<file path="src/design/csrs_pkg.sv">
`timescale 1ns / 1ps
`default_nettype none

package csrs_pkg;

    localparam int MAX_SEGMENTS = 16;
    localparam int IDX_W        = (MAX_SEGMENTS > 1) ? $clog2(MAX_SEGMENTS) : 1;
    localparam int CNT_W        = $clog2(MAX_SEGMENTS + 1);

    localparam int OP_W     = 3;
    localparam int KEY_W    = 16;
    localparam int SIZE_W   = 40;
    localparam int NPOS_W   = 49;
    localparam int POS_W    = 48;
    localparam int COUNT_W  = 32;
    localparam int SEG_W    = 4;
    localparam int STAT_W   = 2;
    localparam int ENTRY_W  = SIZE_W + KEY_W + 1;
    localparam int S_DATA_W = 144;
    localparam int M_DATA_W = 144;

    localparam logic [OP_W-1:0] OP_ADD   = 3'd0;
    localparam logic [OP_W-1:0] OP_CLEAR = 3'd1;
    localparam logic [OP_W-1:0] OP_FLAGS = 3'd2;
    localparam logic [OP_W-1:0] OP_SEEK  = 3'd3;
    localparam logic [OP_W-1:0] OP_READ  = 3'd4;

    localparam logic [STAT_W-1:0] STAT_OK   = 2'd0;
    localparam logic [STAT_W-1:0] STAT_FAIL = 2'd1;
    localparam logic [STAT_W-1:0] STAT_FULL = 2'd2;

    typedef enum logic [3:0] {
        ST_IDLE,
        ST_EXEC,
        ST_SF_ADDR,
        ST_SF_CHECK,
        ST_RD_ADDR,
        ST_RD_FIND,
        ST_RD_NEXT,
        ST_RD_CHUNK,
        ST_RD_CLOSE
    } state_t;

    typedef struct packed {
        logic [STAT_W-1:0]  status;
        logic               chunk_valid;
        logic [SEG_W-1:0]   segment;
        logic [SIZE_W-1:0]  offset;
        logic [COUNT_W-1:0] length;
        logic [COUNT_W-1:0] buf_offset;
        logic               unavailable;
        logic [COUNT_W-1:0] bytes_read;
        logic               last;
    } res_t;

endpackage

`default_nettype wire

</file>
<file path="src/design/concatenated_segment_read_splitter.sv">
`timescale 1ns / 1ps
`default_nettype none

// One request in work at a time. Add, clear, seek and unused ops give one result; set flags
// compares the entries in turn until a key matches; read scans the entries for the position,
// then gives one result per chunk and a closing result, stopping at an empty or unavailable
// chunk or when no entry holds the position. m_tready stalls can delay each result. The next
// request is taken once the last result of the one in work is registered.
// Reset (rst_n low, async) empties the table, zeroes length and position; RAM keeps data.
module concatenated_segment_read_splitter (
    input  wire                              clk,
    input  wire                              rst_n,
    input  wire                              s_tvalid,
    output logic                             s_tready,
    // seg_key, seg_size, seg_available, new_position, byte_count, zero pad
    input  wire  [csrs_pkg::S_DATA_W-1:0]    s_tdata,
    // op
    input  wire  [csrs_pkg::OP_W-1:0]        s_tuser,
    output logic                             m_tvalid,
    input  wire                              m_tready,
    // op_status, chunk_segment, chunk_offset, chunk_length, buffer_offset,
    // unavailable, bytes_read, zero pad
    output logic [csrs_pkg::M_DATA_W-1:0]    m_tdata,
    // chunk_valid
    output logic                             m_tuser,
    output logic                             m_tlast
);

    import csrs_pkg::*;

    state_t state_reg, state_next;

    logic [OP_W-1:0]    op_reg;
    logic [KEY_W-1:0]   key_reg;
    logic [SIZE_W-1:0]  size_reg;
    logic               avail_reg;
    logic [NPOS_W-1:0]  npos_reg;
    logic [COUNT_W-1:0] bcount_reg;

    logic [CNT_W-1:0]   count_reg, count_next;
    logic [POS_W-1:0]   total_reg, total_next;
    logic [POS_W-1:0]   pos_reg, pos_next;

    logic [CNT_W-1:0]   k_reg, k_next;
    logic [POS_W-1:0]   base_reg, base_next;
    logic [SIZE_W-1:0]  offset_reg, offset_next;
    logic [COUNT_W-1:0] done_reg, done_next;
    logic [STAT_W-1:0]  rd_stat_reg, rd_stat_next;
    logic               rd_unav_reg, rd_unav_next;

    logic               m_valid_reg, m_valid_next;
    res_t               res_reg, res_next;

    logic               ram_we, ram_re;
    logic [IDX_W-1:0]   ram_waddr;
    logic [ENTRY_W-1:0] ram_wdata, ram_rdata;

    logic               accept, slot_free, k_done;
    logic [SIZE_W-1:0]  ent_size;
    logic [KEY_W-1:0]   ent_key;
    logic               ent_avail, key_match, find_hit;
    logic [POS_W:0]     find_sum;
    logic [COUNT_W-1:0] want, chunk_len;
    logic [SIZE_W-1:0]  left;
    logic               len_zero;

    csrs_ram #(
        .WIDTH (ENTRY_W),
        .DEPTH (MAX_SEGMENTS)
    ) u_table (
        .clk   (clk),
        .we    (ram_we),
        .waddr (ram_waddr),
        .wdata (ram_wdata),
        .re    (ram_re),
        .raddr (k_reg[IDX_W-1:0]),
        .rdata (ram_rdata)
    );

    assign s_tready  = (state_reg == ST_IDLE);
    assign accept    = s_tvalid && s_tready;
    assign slot_free = !m_valid_reg || m_tready;
    assign k_done    = (k_reg >= count_reg);

    assign ent_size  = ram_rdata[SIZE_W-1:0];
    assign ent_key   = ram_rdata[SIZE_W +: KEY_W];
    assign ent_avail = ram_rdata[ENTRY_W-1];
    assign key_match = (ent_key == key_reg);

    assign find_sum  = {1'b0, base_reg} + (POS_W+1)'(ent_size);
    assign find_hit  = (find_sum > {1'b0, pos_reg});

    // chunk length: min of bytes still wanted and bytes left in the segment
    assign want      = bcount_reg - done_reg;
    assign left      = ent_size - offset_reg;
    assign chunk_len = (SIZE_W'(want) < left) ? want : left[COUNT_W-1:0];
    assign len_zero  = (chunk_len == '0);

    assign m_tvalid = m_valid_reg;
    assign m_tuser  = res_reg.chunk_valid;
    assign m_tlast  = res_reg.last;
    assign m_tdata  = {1'b0, res_reg.bytes_read, res_reg.unavailable, res_reg.buf_offset,
                       res_reg.length, res_reg.offset, res_reg.segment, res_reg.status};

    // next state
    always_comb
    begin
        state_next = state_reg;
        unique case (state_reg)
            ST_IDLE:
            begin
                if (accept)
                begin
                    if (s_tuser == OP_FLAGS)
                        state_next = ST_SF_ADDR;
                    else if (s_tuser == OP_READ)
                        state_next = ST_RD_ADDR;
                    else
                        state_next = ST_EXEC;
                end
            end
            ST_EXEC:
            begin
                if (slot_free)
                    state_next = ST_IDLE;
            end
            ST_SF_ADDR:
            begin
                if (!k_done)
                    state_next = ST_SF_CHECK;
                else if (slot_free)
                    state_next = ST_IDLE;
            end
            ST_SF_CHECK:
            begin
                if (!key_match)
                    state_next = ST_SF_ADDR;
                else if (slot_free)
                    state_next = ST_IDLE;
            end
            ST_RD_ADDR:
                state_next = k_done ? ST_RD_CLOSE : ST_RD_FIND;
            ST_RD_FIND:
                state_next = find_hit ? ST_RD_CHUNK : ST_RD_ADDR;
            ST_RD_NEXT:
                state_next = k_done ? ST_RD_CLOSE : ST_RD_CHUNK;
            ST_RD_CHUNK:
            begin
                if (len_zero || !ent_avail)
                    state_next = ST_RD_CLOSE;
                else if (slot_free)
                    state_next = ST_RD_NEXT;
            end
            ST_RD_CLOSE:
            begin
                if (slot_free)
                    state_next = ST_IDLE;
            end
            default:
                state_next = ST_IDLE;
        endcase
    end

    // datapath and outputs
    always_comb
    begin
        res_t r;
        logic emit;

        count_next   = count_reg;
        total_next   = total_reg;
        pos_next     = pos_reg;
        k_next       = k_reg;
        base_next    = base_reg;
        offset_next  = offset_reg;
        done_next    = done_reg;
        rd_stat_next = rd_stat_reg;
        rd_unav_next = rd_unav_reg;
        ram_we       = 1'b0;
        ram_re       = 1'b0;
        ram_waddr    = k_reg[IDX_W-1:0];
        ram_wdata    = {avail_reg, ent_key, ent_size};
        emit         = 1'b0;
        r            = '0;
        r.last       = 1'b1;

        unique case (state_reg)
            ST_IDLE:
            begin
                if (accept)
                begin
                    k_next       = '0;
                    base_next    = '0;
                    offset_next  = '0;
                    done_next    = '0;
                    rd_stat_next = STAT_OK;
                    rd_unav_next = 1'b0;
                end
            end
            ST_EXEC:
            begin
                if (slot_free)
                begin
                    emit = 1'b1;
                    unique case (op_reg)
                        OP_ADD:
                        begin
                            if (size_reg == '0)
                                r.status = STAT_FAIL;
                            else if (count_reg >= CNT_W'(MAX_SEGMENTS))
                                r.status = STAT_FULL;
                            else
                            begin
                                ram_we     = 1'b1;
                                ram_waddr  = count_reg[IDX_W-1:0];
                                ram_wdata  = {avail_reg, key_reg, size_reg};
                                count_next = count_reg + 1'b1;
                                total_next = total_reg + POS_W'(size_reg);
                                r.status   = STAT_OK;
                            end
                        end
                        OP_CLEAR:
                        begin
                            count_next = '0;
                            total_next = '0;
                            pos_next   = '0;
                            r.status   = STAT_OK;
                        end
                        OP_SEEK:
                        begin
                            if (!npos_reg[NPOS_W-1] && (npos_reg[POS_W-1:0] <= total_reg))
                            begin
                                pos_next = npos_reg[POS_W-1:0];
                                r.status = STAT_OK;
                            end
                            else
                                r.status = STAT_FAIL;
                        end
                        default:
                            r.status = STAT_FAIL;
                    endcase
                end
            end
            ST_SF_ADDR:
            begin
                if (!k_done)
                    ram_re = 1'b1;
                else if (slot_free)
                begin
                    emit     = 1'b1;
                    r.status = STAT_FAIL;
                end
            end
            ST_SF_CHECK:
            begin
                if (!key_match)
                    k_next = k_reg + 1'b1;
                else if (slot_free)
                begin
                    ram_we   = 1'b1;
                    emit     = 1'b1;
                    r.status = STAT_OK;
                end
            end
            ST_RD_ADDR:
            begin
                if (!k_done)
                    ram_re = 1'b1;
            end
            ST_RD_FIND:
            begin
                if (find_hit)
                    offset_next = SIZE_W'(pos_reg - base_reg);
                else
                begin
                    base_next = find_sum[POS_W-1:0];
                    k_next    = k_reg + 1'b1;
                end
            end
            ST_RD_NEXT:
            begin
                if (!k_done)
                    ram_re = 1'b1;
            end
            ST_RD_CHUNK:
            begin
                if (len_zero)
                begin
                    // nothing left to deliver: close with what we have
                end
                else if (!ent_avail)
                begin
                    rd_stat_next = STAT_FAIL;
                    rd_unav_next = 1'b1;
                end
                else if (slot_free)
                begin
                    emit          = 1'b1;
                    r.status      = STAT_OK;
                    r.chunk_valid = 1'b1;
                    r.segment     = SEG_W'(k_reg);
                    r.offset      = offset_reg;
                    r.length      = chunk_len;
                    r.buf_offset  = done_reg;
                    r.bytes_read  = done_reg + chunk_len;
                    r.last        = 1'b0;
                    done_next     = done_reg + chunk_len;
                    offset_next   = '0;
                    k_next        = k_reg + 1'b1;
                end
            end
            ST_RD_CLOSE:
            begin
                if (slot_free)
                begin
                    emit          = 1'b1;
                    r.status      = rd_stat_reg;
                    r.unavailable = rd_unav_reg;
                    r.bytes_read  = done_reg;
                    pos_next      = pos_reg + POS_W'(done_reg);
                end
            end
            default:
            begin
            end
        endcase

        if (emit)
        begin
            m_valid_next = 1'b1;
            res_next     = r;
        end
        else
        begin
            m_valid_next = m_valid_reg && !m_tready;
            res_next     = res_reg;
        end
    end

    always_ff @(posedge clk or negedge rst_n)
    begin
        if (!rst_n)
        begin
            state_reg   <= ST_IDLE;
            count_reg   <= '0;
            total_reg   <= '0;
            pos_reg     <= '0;
            m_valid_reg <= 1'b0;
        end
        else
        begin
            state_reg   <= state_next;
            count_reg   <= count_next;
            total_reg   <= total_next;
            pos_reg     <= pos_next;
            m_valid_reg <= m_valid_next;
        end
    end

    always_ff @(posedge clk)
    begin
        if (accept)
        begin
            op_reg     <= s_tuser;
            key_reg    <= s_tdata[15:0];
            size_reg   <= s_tdata[55:16];
            avail_reg  <= s_tdata[56];
            npos_reg   <= s_tdata[105:57];
            bcount_reg <= s_tdata[137:106];
        end
        k_reg       <= k_next;
        base_reg    <= base_next;
        offset_reg  <= offset_next;
        done_reg    <= done_next;
        rd_stat_reg <= rd_stat_next;
        rd_unav_reg <= rd_unav_next;
        res_reg     <= res_next;
    end

endmodule

`default_nettype wire

</file>
<file path="src/design/csrs_ram.sv">
`timescale 1ns / 1ps
`default_nettype none

module csrs_ram #(
    parameter int WIDTH = 8,
    parameter int DEPTH = 16
) (
    input  wire                                            clk,
    input  wire                                            we,
    input  wire  [((DEPTH > 1) ? $clog2(DEPTH) : 1)-1:0]   waddr,
    input  wire  [WIDTH-1:0]                               wdata,
    input  wire                                            re,
    input  wire  [((DEPTH > 1) ? $clog2(DEPTH) : 1)-1:0]   raddr,
    output logic [WIDTH-1:0]                               rdata
);

    logic [WIDTH-1:0] mem [DEPTH];

    always_ff @(posedge clk)
    begin
        if (we)
        begin
            mem[waddr] <= wdata;
        end
        if (re)
        begin
            rdata <= mem[raddr];
        end
    end

endmodule

`default_nettype wire

</file>
<file path="config.mk">
export PLATFORM = sky130hd
export DESIGN_NAME = concatenated_segment_read_splitter
export DESIGN_NICKNAME = d
export VERILOG_FILES = /design/src/design/csrs_pkg.sv /design/src/design/concatenated_segment_read_splitter.sv /design/src/design/csrs_ram.sv
export SDC_FILE = /design/constraint.sdc
export NUM_CORES = 2
export LEC_CHECK = 0
export BUFFER_PORTS_ARGS = -buffer_cell sky130_fd_sc_hd__buf_2
export CORE_MARGIN = 4
export CORE_UTILIZATION = 30
export CTS_CLUSTER_SIZE = 40
export DETAILED_ROUTE_END_ITERATION = 12
export GPL_TIMING_DRIVEN = 0
export SLEW_MARGIN = 40
export SYNTH_ARGS = -nofsm -noshare
export SYNTH_HDL_FRONTEND = slang
export SYNTH_HIERARCHICAL = 1
export SYNTH_SLANG_ARGS = --single-unit
</file>
<file path="constraint.sdc">
create_clock -name clk -period 22.5 [get_ports clk]
set_input_delay 2.25 -clock clk [delete_from_list [all_inputs] [get_ports clk]]
set_output_delay 2.25 -clock clk [all_outputs]
set_load 0.02 [all_outputs]
</file>
==> impl_metrics.ini <==
[die]
fp.dieW_um = 501
fp.dieH_um = 501
ios = 299
row_count = 180
coreArea_sq_um = 241000
dieArea_sq_um = 251000
floorplan.initialDensity = 0.302

[drt]
routedWlPerCell_um = 24.5
viasPerCell = 5.20
ant_nets = 0
drc = 0
drt_iter0_drc = 4391
num_vias = 47900
drt-total-wl_mm = 226
first_pass_iters = 5

[sta]
rsz0062_at_grt = false
fin_crit_sh = 0.516
fin_hold_ws_ns = 0.498
skew_ns = 0.0621
tns_ns = 0
slew-limit-headroom = 0.402
slew_violations = 0
period_minus_slack_ns = 11.61
setup_viol = 0
fmaxAchievable_ghz = 0.0862
finalHoldViolations = 0
tightest_slew_ns = 0.897

[job]
cap_viol_max_count = 0

[critical_path]
arrival_ns = 12.13
cp_slowest_cell = nor4_2
crit_type = reg2reg
critical_path_required_ns = 23.03
start_kind = flip-flop
cp_max_fo = 10
endpoint_kind = flip-flop
slowest_delay_ns = 0.76

[placed_design]
routabilityCongestion = 0.922
place.detailed.hpwl_mm = 173
placed_cell_area_sq_um = 80600
port_buffers = 291

[grt]
gr-total-overflow = 0
grt_max_degree = 46
track_usage = 0.176
antenna_found_initial = 22
grt_pass1_wl_mm = 325
grt_pass1_vias = 48000

[yosys]
syn_area_sq_um = 72900
synth_cell_types = 84
yosysSeqAreaShare = 0.605
synth-seq-cells = 1487
avgSynthCellArea_sq_um = 13.8
syn_inst = 5284
synth_edf_count = 1381
netlist.area_leader.share = 0.569
synth_simple_gate_area_frac = 0.0786
synth_flop_cell = edfxtp_1
synth_top_family_by_area = compound AO/OA/AOI/OAI gates
synth_compound_area_frac = 0.110
yosys_warnings = 6
synth_adder_area_share = 0.0689
netlist.top_cell.by_area = edfxtp_1
ys_top_cells_by_area = edfxtp_1, mux4_2, ha_1, dfrtp_1, a21o_1
synth_xor_area_frac = 0.0270
synth_nets = 5832
postSynth.asyncResetShare = 0.0713
muxShareOfSynthArea = 0.0820

[clock_network]
clk_pin_slew_ns = 0.06
post_cts_resize_count = 0
cts_buffers = 167
insertion_delay_ns = 0.84
cts_tree = built
hold_buffers = 0
htree_levels = 4
cts_buffer_depth = 3
cts_sinks = 1487
cts_setup_buffers = 0
root_buffer = clkbuf_16

[final_layout]
area_growth_pct = 18.1
final_core_util = 0.357
stdcell_area_sq_um = 86100
largest_reg_flops = 912
n_fill_cell = 22900
multi_input_area_sq_um = 26900
nets = 6441
seq_area_sq_um = 44100
drive_gt1_frac = 0.183
regMostFlops = u_table/mem

[power_and_ir_drop]
peakVddDrop_v = 0.0000818
p_leak_nw = 32.0
total_power_mw = 14.2
p_per_area_nw_per_um2 = 165

[run_status]
status = finished, final reports clean

[min_path]
holdCritPathClass = reg2reg
==> routing by layer <==
layer | global-route usage | routed length, um | share of wire
met1 | 0.227 | 92300 | 0.41
met2 | 0.289 | 106000 | 0.47
met3 | 0.0321 | 16700 | 0.074
met4 | 0.0786 | 10800 | 0.048
met5 | 0 | 13 | 0.000058
==> layout by cell type (no fill, tap or decap), types with 54 or more instances in the layout <==
cell	instances
inv_1	329
mux2_2	68
clkbuf_1	142
a22oi_1	120
xor2_1	91
nand2_1	244
o21ai_0	179
nand2b_1	61
dfrtp_1	106
o21a_1	54
ha_1	390
o22ai_1	60
buf_2	350
and2_1	110
xnor2_1	134
mux4_2	228
a21oi_1	282
nand3_1	73
buf_4	61
nand4_1	62
nor2_1	294
edfxtp_1	1381
a21o_1	190
clkbuf_16	169
nor3_1	64
==> synthesized netlist by cell type (all sizes together) (61+ instances only) <==
master and n:
a21o 190, a21oi 282, a22oi 120, and2 111
clkbuf 128, dfrtp 106, edfxtp 1381, ha 390
inv 330, mux2 68, mux4 228, nand2 244
nand2b 61, nand3 73, nand4 62, nor2 309
nor3 70, o21ai 185, xnor2 134, xor2 91
==> path summary, 6_finish.rpt <==
kind                                            from                        end  slack [ns]  cells after the start
max reg2reg                done_reg[1]$_SDFFCE_PN0P_     m_tdata[142]$_DFFE_PP_       10.89                     36
min                          pos_reg[47]$_DFFE_PN0P_    pos_reg[47]$_DFFE_PN0P_        0.50                      1
min in group asynchronous                      rst_n  total_reg[41]$_DFFE_PN0P_        1.25                      1
max in group asynchronous                      rst_n   total_reg[2]$_DFFE_PN0P_       20.39                      3
max                        done_reg[1]$_SDFFCE_PN0P_     m_tdata[142]$_DFFE_PP_       10.89                     36
min reg2reg                  pos_reg[47]$_DFFE_PN0P_    pos_reg[47]$_DFFE_PN0P_        0.50                      1
==> kinds of logic after synthesis <==
| kind of cell | after synthesis |
|---|---|
| DFF | 1487 |
| AOI/OAI and AO/OA | 1202 |
| and+or+nand+nor | 1149 |
| buffers and inverters | 519 |
| adders and majority gates | 397 |
| muxes | 304 |
| xor gates and xnor gates | 225 |
| other | 1 |
==> worst max-delay path, delay by kind of cell (launching register included) <==
family          cells  cell delay, ns
simple gates       13            3.55
compound gates     16            4.67
fa+ha+maj           3            0.99
flops               1            0.61
buf+inv             2            0.73
xor+xnor            2            0.72
==> per-stage QoR <==
step / cells / worst slack, ns
2_1_floorplan: 5284 / 13.21
3_3_place_gp: 8760 / 5.98
6_report: 9224 / 10.89
4_1_cts: 9215 / 10.94
3_5_place_dp: 8909 / 10.98
5_1_grt: 9221 / 10.36
==> power by group <==
part           internal (mW)  leakage (nW)  switching, mW
logic                   2.78          15.3           4.42
clock network           1.58          2.65           1.17
registers               3.80          14.0          0.493
total                   8.16          32.0           6.08
==> cell type report <==
cell class,count,area share
sequential,1487,0.512
inverter,331,0.0144
tap,3185,0.0463
antenna,9,0.000262
timing repair buffer,440,0.0397
multi-input combinational,3278,0.313
clock buffer,202,0.0507
clock inverter,104,0.0134
buffer,188,0.0101
Power figures use the tool's default switching activity.
